`src/msws_pkg.sv`:
```
// Shared types, constants and the sine lookup table for the multi-shape waveform sequencer.
package msws_pkg;

  localparam int TableSizeDef = 256;
  localparam int HalfPeriod   = 127;
  localparam int StepUnit     = 3000;
  localparam int StepHold     = 50;
  localparam int StepLevels   = 20;
  localparam int BudgetW      = 19;

  // Reciprocal of 10000 scaled by 2**45; exact for every 32-bit dividend.
  localparam logic [31:0] RecipMagic = 32'hD1B71759;
  localparam int          RecipShift = 45;

  typedef enum logic [2:0] {
    WaveNone   = 3'd0,
    WaveSine   = 3'd1,
    WaveSquare = 3'd2,
    WaveTri    = 3'd3,
    WaveRect   = 3'd4,
    WaveStep   = 3'd5,
    WaveSaw    = 3'd6
  } wave_e;

  typedef struct packed {
    logic               vld;
    logic               tick;
    logic               known;
    wave_e              mode;
    logic [BudgetW-1:0] budget;
  } msws_item_t;

  localparam logic [15:0] SineRom [256] = '{
    16'h8000, 16'h8324, 16'h8647, 16'h896a, 16'h8c8b, 16'h8fab, 16'h92c7, 16'h95e1,
    16'h98f8, 16'h9c0b, 16'h9f19, 16'ha223, 16'ha527, 16'ha826, 16'hab1f, 16'hae10,
    16'hb0fb, 16'hb3de, 16'hb6b9, 16'hb98c, 16'hbc56, 16'hbf17, 16'hc1cd, 16'hc47a,
    16'hc71c, 16'hc9b3, 16'hcc3f, 16'hcebf, 16'hd133, 16'hd39a, 16'hd5f5, 16'hd842,
    16'hda82, 16'hdcb3, 16'hded7, 16'he0eb, 16'he2f1, 16'he4e8, 16'he6cf, 16'he8a6,
    16'hea6d, 16'hec23, 16'hedc9, 16'hef5e, 16'hf0e2, 16'hf254, 16'hf3b5, 16'hf504,
    16'hf641, 16'hf76b, 16'hf884, 16'hf989, 16'hfa7c, 16'hfb5c, 16'hfc29, 16'hfce3,
    16'hfd89, 16'hfe1d, 16'hfe9c, 16'hff09, 16'hff61, 16'hffa6, 16'hffd8, 16'hfff5,
    16'hffff, 16'hfff5, 16'hffd8, 16'hffa6, 16'hff61, 16'hff09, 16'hfe9c, 16'hfe1d,
    16'hfd89, 16'hfce3, 16'hfc29, 16'hfb5c, 16'hfa7c, 16'hf989, 16'hf884, 16'hf76b,
    16'hf641, 16'hf504, 16'hf3b5, 16'hf254, 16'hf0e2, 16'hef5e, 16'hedc9, 16'hec23,
    16'hea6d, 16'he8a6, 16'he6cf, 16'he4e8, 16'he2f1, 16'he0eb, 16'hded7, 16'hdcb3,
    16'hda82, 16'hd842, 16'hd5f5, 16'hd39a, 16'hd133, 16'hcebf, 16'hcc3f, 16'hc9b3,
    16'hc71c, 16'hc47a, 16'hc1cd, 16'hbf17, 16'hbc56, 16'hb98c, 16'hb6b9, 16'hb3de,
    16'hb0fb, 16'hae10, 16'hab1f, 16'ha826, 16'ha527, 16'ha223, 16'h9f19, 16'h9c0b,
    16'h98f8, 16'h95e1, 16'h92c7, 16'h8fab, 16'h8c8b, 16'h896a, 16'h8647, 16'h8324,
    16'h8000, 16'h7cdb, 16'h79b8, 16'h7695, 16'h7374, 16'h7054, 16'h6d38, 16'h6a1e,
    16'h6707, 16'h63f4, 16'h60e6, 16'h5ddc, 16'h5ad8, 16'h57d9, 16'h54e0, 16'h51ef,
    16'h4f04, 16'h4c21, 16'h4946, 16'h4673, 16'h43a9, 16'h40e8, 16'h3e32, 16'h3b85,
    16'h38e3, 16'h364c, 16'h33c0, 16'h3140, 16'h2ecc, 16'h2c65, 16'h2a0a, 16'h27bd,
    16'h257d, 16'h234c, 16'h2128, 16'h1f14, 16'h1d0e, 16'h1b17, 16'h1930, 16'h1759,
    16'h1592, 16'h13dc, 16'h1236, 16'h10a1, 16'h0f1d, 16'h0dab, 16'h0c4a, 16'h0afb,
    16'h09be, 16'h0894, 16'h077b, 16'h0676, 16'h0583, 16'h04a3, 16'h03d6, 16'h031c,
    16'h0276, 16'h01e2, 16'h0163, 16'h00f6, 16'h009e, 16'h0059, 16'h0027, 16'h000a,
    16'h0000, 16'h000a, 16'h0027, 16'h0059, 16'h009e, 16'h00f6, 16'h0163, 16'h01e2,
    16'h0276, 16'h031c, 16'h03d6, 16'h04a3, 16'h0583, 16'h0676, 16'h077b, 16'h0894,
    16'h09be, 16'h0afb, 16'h0c4a, 16'h0dab, 16'h0f1d, 16'h10a1, 16'h1236, 16'h13dc,
    16'h1592, 16'h1759, 16'h1930, 16'h1b17, 16'h1d0e, 16'h1f14, 16'h2128, 16'h234c,
    16'h257d, 16'h27bd, 16'h2a0a, 16'h2c65, 16'h2ecc, 16'h3140, 16'h33c0, 16'h364c,
    16'h38e3, 16'h3b85, 16'h3e32, 16'h40e8, 16'h43a9, 16'h4673, 16'h4946, 16'h4c21,
    16'h4f04, 16'h51ef, 16'h54e0, 16'h57d9, 16'h5ad8, 16'h5ddc, 16'h60e6, 16'h63f4,
    16'h6707, 16'h6a1e, 16'h6d38, 16'h7054, 16'h7374, 16'h7695, 16'h79b8, 16'h7cdb
  };

  // Staircase level: rises 0..30000 over the first eleven indexes, then falls back.
  function automatic logic [15:0] step_level(input logic [4:0] li);
    logic [4:0]  lvl;
    logic [20:0] prod;
    begin
      lvl  = (li < 5'(StepLevels / 2)) ? li : 5'(5'(StepLevels) - li);
      prod = 21'(lvl) * 21'(StepUnit);
      return prod[15:0];
    end
  endfunction

endpackage

```
`src/msws_budget.sv`:
```
// Input register and multiply pipeline that turns a command into its sample budget.
module msws_budget
  import msws_pkg::*;
#(
  parameter int TABLE_SIZE = TableSizeDef
) (
  input  logic        clk_i,
  input  logic        rst_ni,
  input  logic        adv_i,
  input  logic        in_vld_i,
  input  logic        func_i,
  input  logic [15:0] wave_type_i,
  input  logic [15:0] duration_i,
  input  logic [15:0] frequency_i,
  output msws_item_t  item_o
);

  localparam logic [10:0] MultSine = 11'(TABLE_SIZE);

  logic        vld0_q, vld1_q, vld2_q, vld3_q;
  logic        tick0_q, tick1_q, tick2_q, tick3_q;
  logic [15:0] type0_q, dur0_q, freq0_q;
  logic        known1_q, known2_q, known3_q;
  wave_e       mode1_q, mode2_q, mode3_q;
  logic [31:0] prod1_q, prod2_q;
  logic [BudgetW-1:0] quo3_q;

  logic        known0;
  wave_e       mode0;
  logic [31:0] prod1_d, prod2_d;
  logic [42:0] prod_sine;
  logic [63:0] prod_recip;

  assign known0 = (type0_q >= 16'd1) && (type0_q <= 16'd6);
  assign mode0  = known0 ? wave_e'(type0_q[2:0]) : WaveNone;
  assign prod1_d = 32'(dur0_q) * 32'(freq0_q);

  assign prod_sine = 43'(prod1_q) * 43'(MultSine);
  assign prod2_d   = ((mode1_q == WaveSine) || (mode1_q == WaveRect)) ?
                     prod_sine[31:0] : {prod1_q[23:0], 8'h00};

  assign prod_recip = 64'(prod2_q) * 64'(RecipMagic);

  always_ff @(posedge clk_i or negedge rst_ni) begin
    if (!rst_ni) begin
      vld0_q <= 1'b0;
      vld1_q <= 1'b0;
      vld2_q <= 1'b0;
      vld3_q <= 1'b0;
    end else if (adv_i) begin
      vld0_q <= in_vld_i;
      vld1_q <= vld0_q;
      vld2_q <= vld1_q;
      vld3_q <= vld2_q;
    end
  end

  always_ff @(posedge clk_i) begin
    if (adv_i) begin
      tick0_q  <= func_i;
      type0_q  <= wave_type_i;
      dur0_q   <= duration_i;
      freq0_q  <= frequency_i;
      tick1_q  <= tick0_q;
      known1_q <= known0;
      mode1_q  <= mode0;
      prod1_q  <= prod1_d;
      tick2_q  <= tick1_q;
      known2_q <= known1_q;
      mode2_q  <= mode1_q;
      prod2_q  <= prod2_d;
      tick3_q  <= tick2_q;
      known3_q <= known2_q;
      mode3_q  <= mode2_q;
      quo3_q   <= prod_recip[RecipShift +: BudgetW];
    end
  end

  assign item_o = '{vld: vld3_q, tick: tick3_q, known: known3_q, mode: mode3_q,
                    budget: quo3_q};

endmodule

```
`src/msws_core.sv`:
```
// Run state, waveform sample generation and the output word register.
module msws_core
  import msws_pkg::*;
#(
  parameter int TABLE_SIZE = TableSizeDef
) (
  input  logic        clk_i,
  input  logic        rst_ni,
  input  logic        adv_i,
  input  msws_item_t  item_i,
  output logic        out_vld_o,
  output logic        is_sample_o,
  output logic [15:0] sample_o,
  output logic        done_res_o,
  output logic        status_o
);

  localparam int TsW     = $clog2(TABLE_SIZE);
  localparam int PW      = (TsW > 8) ? TsW : 8;
  localparam int FW      = TsW + 1;
  localparam int IdxStep = 256 / TABLE_SIZE;
  localparam int IdxFrac = 256 % TABLE_SIZE;

  logic               busy_q, busy_d;
  wave_e              mode_q, mode_d;
  logic [BudgetW-1:0] remaining_q, remaining_d;
  logic [PW-1:0]      phase_q, phase_d;
  logic [7:0]         idx_q, idx_d;
  logic [TsW-1:0]     frac_q, frac_d;
  logic [5:0]         hold_q, hold_d;
  logic [4:0]         lvl_q, lvl_d;

  logic        out_vld_q, is_sample_q, done_q, status_q;
  logic [15:0] sample_q;
  logic        res_vld, res_is, res_done, res_st;
  logic [15:0] res_smp;

  logic [15:0]        smp;
  logic [PW-1:0]      phase_nx;
  logic [7:0]         idx_nx;
  logic [TsW-1:0]     frac_nx;
  logic [5:0]         hold_nx;
  logic [4:0]         lvl_nx;
  logic [FW-1:0]      frac_sum;
  logic [7:0]         tri_val;
  logic [15:0]        rom_val;
  logic [BudgetW-1:0] count;

  assign frac_sum = FW'(frac_q) + FW'(IdxFrac);
  assign tri_val  = (phase_q < PW'(HalfPeriod)) ? phase_q[7:0] :
                    8'(PW'(2 * HalfPeriod) - phase_q);
  assign rom_val  = (mode_q == WaveRect) ? SineRom[{1'b0, idx_q[6:0]}] : SineRom[idx_q];

  always_comb begin
    smp      = '0;
    phase_nx = phase_q;
    idx_nx   = idx_q;
    frac_nx  = frac_q;
    hold_nx  = hold_q;
    lvl_nx   = lvl_q;
    case (mode_q)
      WaveSine, WaveRect: begin
        smp = {1'b0, rom_val[15:1]};
        if (phase_q == PW'(TABLE_SIZE - 1)) begin
          phase_nx = '0;
          idx_nx   = '0;
          frac_nx  = '0;
        end else begin
          phase_nx = phase_q + PW'(1);
          if (frac_sum >= FW'(TABLE_SIZE)) begin
            frac_nx = TsW'(frac_sum - FW'(TABLE_SIZE));
            idx_nx  = idx_q + 8'(IdxStep) + 8'd1;
          end else begin
            frac_nx = TsW'(frac_sum);
            idx_nx  = idx_q + 8'(IdxStep);
          end
        end
      end
      WaveSquare, WaveTri: begin
        if (mode_q == WaveSquare) begin
          smp = (phase_q < PW'(HalfPeriod)) ? 16'hFFFF : 16'h0000;
        end else begin
          smp = {tri_val, 8'h00};
        end
        phase_nx = (phase_q == PW'(2 * HalfPeriod - 1)) ? '0 : phase_q + PW'(1);
      end
      WaveSaw: begin
        smp      = {phase_q[7:0], 8'h00};
        phase_nx = (phase_q == PW'(HalfPeriod - 1)) ? '0 : phase_q + PW'(1);
      end
      default: begin
        // Staircase; a run never carries the idle code, so only the step shape lands here.
        smp = step_level(lvl_q);
        if (hold_q == 6'(StepHold - 1)) begin
          hold_nx = '0;
          lvl_nx  = lvl_q + 5'd1;
        end else begin
          hold_nx = hold_q + 6'd1;
        end
      end
    endcase
  end

  always_comb begin
    case (item_i.mode)
      WaveStep:         count = BudgetW'(StepLevels * StepHold);
      WaveTri, WaveSaw: count = (item_i.budget == '0) ? '0 : item_i.budget - BudgetW'(1);
      default:          count = item_i.budget;
    endcase
  end

  always_comb begin
    busy_d      = busy_q;
    mode_d      = mode_q;
    remaining_d = remaining_q;
    phase_d     = phase_q;
    idx_d       = idx_q;
    frac_d      = frac_q;
    hold_d      = hold_q;
    lvl_d       = lvl_q;
    res_vld     = 1'b0;
    res_is      = 1'b0;
    res_smp     = '0;
    res_done    = 1'b0;
    res_st      = 1'b0;
    if (item_i.vld) begin
      if (!item_i.tick) begin
        if (!busy_q) begin
          if (!item_i.known) begin
            res_vld  = 1'b1;
            res_done = 1'b1;
            res_st   = 1'b1;
          end else if (count == '0) begin
            res_vld  = 1'b1;
            res_done = 1'b1;
          end else begin
            busy_d      = 1'b1;
            mode_d      = item_i.mode;
            remaining_d = count;
            phase_d     = '0;
            idx_d       = '0;
            frac_d      = '0;
            hold_d      = '0;
            lvl_d       = '0;
          end
        end
      end else if (busy_q) begin
        res_vld     = 1'b1;
        res_is      = 1'b1;
        res_smp     = smp;
        remaining_d = remaining_q - BudgetW'(1);
        phase_d     = phase_nx;
        idx_d       = idx_nx;
        frac_d      = frac_nx;
        hold_d      = hold_nx;
        lvl_d       = lvl_nx;
        if (remaining_q == BudgetW'(1)) begin
          busy_d   = 1'b0;
          res_done = 1'b1;
        end
      end
    end
  end

  always_ff @(posedge clk_i or negedge rst_ni) begin
    if (!rst_ni) begin
      busy_q      <= 1'b0;
      mode_q      <= WaveNone;
      remaining_q <= '0;
      phase_q     <= '0;
      idx_q       <= '0;
      frac_q      <= '0;
      hold_q      <= '0;
      lvl_q       <= '0;
      out_vld_q   <= 1'b0;
    end else if (adv_i) begin
      busy_q      <= busy_d;
      mode_q      <= mode_d;
      remaining_q <= remaining_d;
      phase_q     <= phase_d;
      idx_q       <= idx_d;
      frac_q      <= frac_d;
      hold_q      <= hold_d;
      lvl_q       <= lvl_d;
      out_vld_q   <= res_vld;
    end
  end

  always_ff @(posedge clk_i) begin
    if (adv_i) begin
      is_sample_q <= res_is;
      sample_q    <= res_smp;
      done_q      <= res_done;
      status_q    <= res_st;
    end
  end

  assign out_vld_o   = out_vld_q;
  assign is_sample_o = is_sample_q;
  assign sample_o    = sample_q;
  assign done_res_o  = done_q;
  assign status_o    = status_q;

  // A completion word without a sample always closes its command.
  a_completion_done: assert property (@(posedge clk_i) disable iff (!rst_ni)
    (out_vld_q && !is_sample_q) |-> done_q)
    else $error("completion word without done flag");

  // The unknown-type status never rides on a sample word.
  a_status_no_sample: assert property (@(posedge clk_i) disable iff (!rst_ni)
    (out_vld_q && status_q) |-> !is_sample_q)
    else $error("error status on a sample word");

  // A run in progress always has samples left.
  a_busy_remaining: assert property (@(posedge clk_i) disable iff (!rst_ni)
    busy_q |-> (remaining_q != '0))
    else $error("busy with no samples left");

  // The end of a run is marked by its final sample word.
  a_run_end: assert property (@(posedge clk_i) disable iff (!rst_ni)
    $fell(busy_q) |-> (out_vld_q && is_sample_q && done_q))
    else $error("run ended without a final sample word");

endmodule

```
`src/multi_shape_waveform_sequencer_top.sv`:
```
// Top level of the multi-shape waveform sequencer: handshake control and submodules.
//
//   Channel  Direction  Handshake                  Word fields
//   in       input      in_valid_i / in_stall_o    func_i, wave_type_i, duration_i, frequency_i
//   out      output     out_valid_o / out_stall_i  is_sample_o, sample_o, done_res_o, status_o
//
// One input word is accepted every cycle while the output is not stalled.
// Each accepted word passes the input register, then the three multiply stages of the
// budget, then the output register.
// Reset clears the run state and the pipeline valid flags; no clearing pass is needed.
// A stalled output word freezes the whole pipeline, and in_stall_o follows it.
module multi_shape_waveform_sequencer_top
  import msws_pkg::*;
#(
  parameter int TABLE_SIZE = TableSizeDef
) (
  input  logic        clk_i,
  input  logic        rst_ni,
  input  logic        in_valid_i,
  output logic        in_stall_o,
  input  logic        func_i,
  input  logic [15:0] wave_type_i,
  input  logic [15:0] duration_i,
  input  logic [15:0] frequency_i,
  output logic        out_valid_o,
  input  logic        out_stall_i,
  output logic        is_sample_o,
  output logic [15:0] sample_o,
  output logic        done_res_o,
  output logic        status_o
);

  logic       adv;
  msws_item_t item;

  assign adv        = !(out_valid_o && out_stall_i);
  assign in_stall_o = !adv;

  msws_budget #(
    .TABLE_SIZE(TABLE_SIZE)
  ) u_budget (
    .clk_i      (clk_i),
    .rst_ni     (rst_ni),
    .adv_i      (adv),
    .in_vld_i   (in_valid_i),
    .func_i     (func_i),
    .wave_type_i(wave_type_i),
    .duration_i (duration_i),
    .frequency_i(frequency_i),
    .item_o     (item)
  );

  msws_core #(
    .TABLE_SIZE(TABLE_SIZE)
  ) u_core (
    .clk_i      (clk_i),
    .rst_ni     (rst_ni),
    .adv_i      (adv),
    .item_i     (item),
    .out_vld_o  (out_valid_o),
    .is_sample_o(is_sample_o),
    .sample_o   (sample_o),
    .done_res_o (done_res_o),
    .status_o   (status_o)
  );

endmodule

```
`config.mk`:
```
export PLATFORM = sky130hd
export DESIGN_NAME = multi_shape_waveform_sequencer_top
export DESIGN_NICKNAME = d
export VERILOG_FILES = /design/src/msws_pkg.sv /design/src/msws_budget.sv /design/src/msws_core.sv /design/src/multi_shape_waveform_sequencer_top.sv
export SDC_FILE = /design/constraint.sdc
export NUM_CORES = 2
export LEC_CHECK = 0
export ABC_AREA = 0
export ABC_CLOCK_PERIOD_IN_PS = 9250
export BUFFER_PORTS_ARGS = -buffer_cell sky130_fd_sc_hd__buf_2
export CAP_MARGIN = 15
export CORE_MARGIN = 2
export CORE_UTILIZATION = 55
export DETAILED_ROUTE_END_ITERATION = 16
export PLACE_DENSITY = 0.81
export REMOVE_ABC_BUFFERS = 1
export SYNTH_ARGS = -nofsm -noshare
export SYNTH_HDL_FRONTEND = slang
export SYNTH_SLANG_ARGS = --single-unit
```
`constraint.sdc`:
```
create_clock -name clk_i -period 9.25 [get_ports clk_i]
set_input_delay 0 -clock clk_i [delete_from_list [all_inputs] [get_ports clk_i]]
set_output_delay 0 -clock clk_i [all_outputs]
set_load 0.05 [all_outputs]
```
==> results.md <==
- Critical path's top delay family: adder cells
- Post-Syn Instances: 3,669
- First-pass GRT wire length: 156,000 µm
- IO Count: 74
- Ant. Diodes: 0
- Place WS: 1.78 ns
- Most frequent cells in the layout: 746 x inv_1, 493 x fa_1, 391 x ha_1, 320 x nand2_1, 182 x a21oi_1
- Tightest Hold Check Type: primary input to flip-flop
- Routed WL: 97,300 µm
- Worst skew pair latency: 0.56 ns
- Post-route minimum period: 7.56 ns
- Chip height: 252 µm
- Tightest Pin Transition: 1.20 ns
- # rows: 90
- Slowest cell delay on critical path: 0.66 ns
- Pin count of the biggest net entering global routing: 90
- Seq cells post-synth: 205
- Final core utilization: 59.4%
- Final Hold Viols: 0
- H-tree Lvls: 1
- Worst path bufs/invs: 6
- Vias in the first global route: 27,759
- CP Cell Sequence: inv_1 -> ha_1 -> inv_1 -> fa_1 -> inv_1 -> fa_1 -> fa_1 -> inv_1 -> fa_1 -> inv_1 -> fa_1 -> fa_1 -> inv_1 -> ha_1 -> and3_1 -> a21boi_0 -> a311o_1 -> a221o_1 -> o21ai_0 -> nand2b_1 -> a221oi_1 -> o21ai_0 -> xor2_1
- Via count: 27,081
- Yosys Warn Count: 0
- Final Skew: 0.0302 ns
- Die span in x: 252 µm
- Crit path max fanout: 9
- Crit end category: flip-flop
- Detail Route Antenna Nets: 0
- Final Cycle Share: 81.7%
- Synth Flop Type: edfxtp_1
- Detailed-placement wirelength estimate: 75,700 µm
- Area grow syn2layout: 6.35%
- Fraction of registers with async set/reset: 26.8%
- CTS Hold Bufs: 51
- Final setup fails: 0
- GPL Wtd Cong: 1.05
- Setup TNS: 0 ns
- Initial antenna violation count: 1
- Nets: 4,621
- Share of post-route cells with drive strength above 1: 4.94%
- RSZ-0062 raised after global routing: no
- CTS tree: built
- Final setup margin: 1.69 ns
- Max-slew headroom: 19.9%
- Mapped cell area: 33,800 µm²
- Clock root cell: clkbuf_16
- CTS clk-pin slew, worst paths: 0.08 ns
- Status: finished clean
- # DRC: 0
- Post-CTS Setup Bufs: 0
- Slowest-stage cell, CP: edfxtp_1
- 1st-iter DRT viols: 3,185
- Gr usage total: 31.5%
- Hold Worst Slack: 0.0746 ns
- Most common cell after layout, fill and taps aside: inv_1
- Final Max Slew Viols: 0
- CTS Buffer Depth: 3
- Max_cap viols: 0
- Worst Path Class, Setup: flip-flop to flip-flop
- CTS Buf Count: 24
- Sequential area share after synthesis: 17.4%
- WL per Instance: 21.7 µm
- Number of enable flip-flop cells after synthesis: 150
- Max Freq: 0.132 GHz
- Netlist cell types: 82
- Post_cts resized: 0
- Critical Path Start Type: flip-flop
- PortBufs: 73
- Core area: 60,500 µm²
- Avg Cell Area, Syn: 9.20 µm²
- Gr ovfl total: 0
- Vias per cell: 6.04
- Initial core utilization: 55.8%
- WP data arrival: 7.84 ns
- CP required: 9.53 ns
- Clock sink count: 205
- Die area: 63,400 µm²
- Drt first pass iters: 9
[path summary, 6_finish.rpt]
path / startpoint / slack, ns / cells after the start / to
worst max-delay path: u_budget.prod2_q[12] / 1.69 / 23 / u_budget.quo3_q[9]
min in group asynchronous: rst_ni / 0.15 / 3 / u_budget.vld3_q
worst min register to register: u_budget.prod1_q[14] / 0.40 / 0 / u_budget.prod2_q[22]
max in group asynchronous: rst_ni / 8.53 / 3 / u_core.idx_q[3]
worst max register to register: u_budget.prod2_q[12] / 1.69 / 23 / u_budget.quo3_q[9]
worst min-delay path: out_stall_i / 0.07 / 2 / u_budget.tick0_q
[logic make-up after synthesis]
kind of cell	after synthesis	share of synthesized area, %
and+or+nand+nor	898	12.8
adders and majority gates	884	43.7
DFF	205	17.4
AOI/OAI and AO/OA	681	13.0
xor gates and xnor gates	78	2.02
buffers and inverters	902	10.1
muxes	21	0.919
[synthesized netlist by cell type, drive strengths merged, types with 11 or more instances]
cell / count / area share (%)
a211oi: 24 / 0.53
a21o: 34 / 0.76
a21oi: 183 / 2.7
a221o: 11 / 0.33
a221oi: 17 / 0.44
a311oi: 14 / 0.36
a31oi: 23 / 0.43
and2: 96 / 1.8
and3: 21 / 0.39
buf: 28 / 0.39
clkbuf: 127 / 1.4
dfrtp: 55 / 4.1
edfxtp: 150 / 13
fa: 493 / 29
ha: 391 / 14
inv: 746 / 8.3
nand2: 321 / 3.6
nand2b: 38 / 0.70
nand3: 73 / 1.1
nand4: 23 / 0.47
nor2: 173 / 1.9
nor2b: 15 / 0.28
nor3: 52 / 0.80
nor4: 18 / 0.42
o211ai: 34 / 0.76
o21a: 13 / 0.29
o21ai: 177 / 2.6
o22ai: 17 / 0.31
o31ai: 20 / 0.44
or2: 19 / 0.35
or3: 17 / 0.31
xnor2: 51 / 1.3
xor2: 27 / 0.70
[area by class of cell]
class,count,area (µm²)
clock inverters,11,61.3
repair buffers,144,1030
fillers,5077,24600
clock buffers,33,666
flip-flops and latches,205,5890
multi-input cells,2562,24500
inverters,747,2800
well taps,782,978
[through the flow]
stage | instances | instance area (µm²)
2_1_floorplan | 3514 | 33200
3_3_place_gp | 4389 | 34700
3_5_place_dp | 4389 | 34700
4_1_cts | 4484 | 35900
5_1_grt | 4484 | 35900
6_report | 4484 | 35900
[registers in the layout, summed over array words and instances, names as in the netlist, 3 cells and up]
signal	count
u_budget.prod2_q	24
u_core.idx_q	8
u_budget.mode1_q	3
u_budget.type0_q	16
u_budget.mode3_q	3
u_budget.mode2_q	3
u_budget.freq0_q	16
u_budget.prod1_q	24
u_core.hold_q	6
u_budget.quo3_q	19
u_core.remaining_q	19
u_core.lvl_q	5
u_budget.dur0_q	16
u_core.phase_q	8
u_core.mode_q	3
u_core.sample_o	16
[routing by layer]
metal	wire [µm]	global-route usage (%)	part of all wire, %	up-vias
met5	0	0	0	-
met4	4310	11.8	4.4	0
met3	9340	5.94	9.6	315
met2	43700	49.7	45	1459
met1	40000	43.5	41	13175
li1	-	-	-	12132
Power is not shown: default switching activity piles up to over one toggle a cycle in this logic, so the estimate is an artifact.
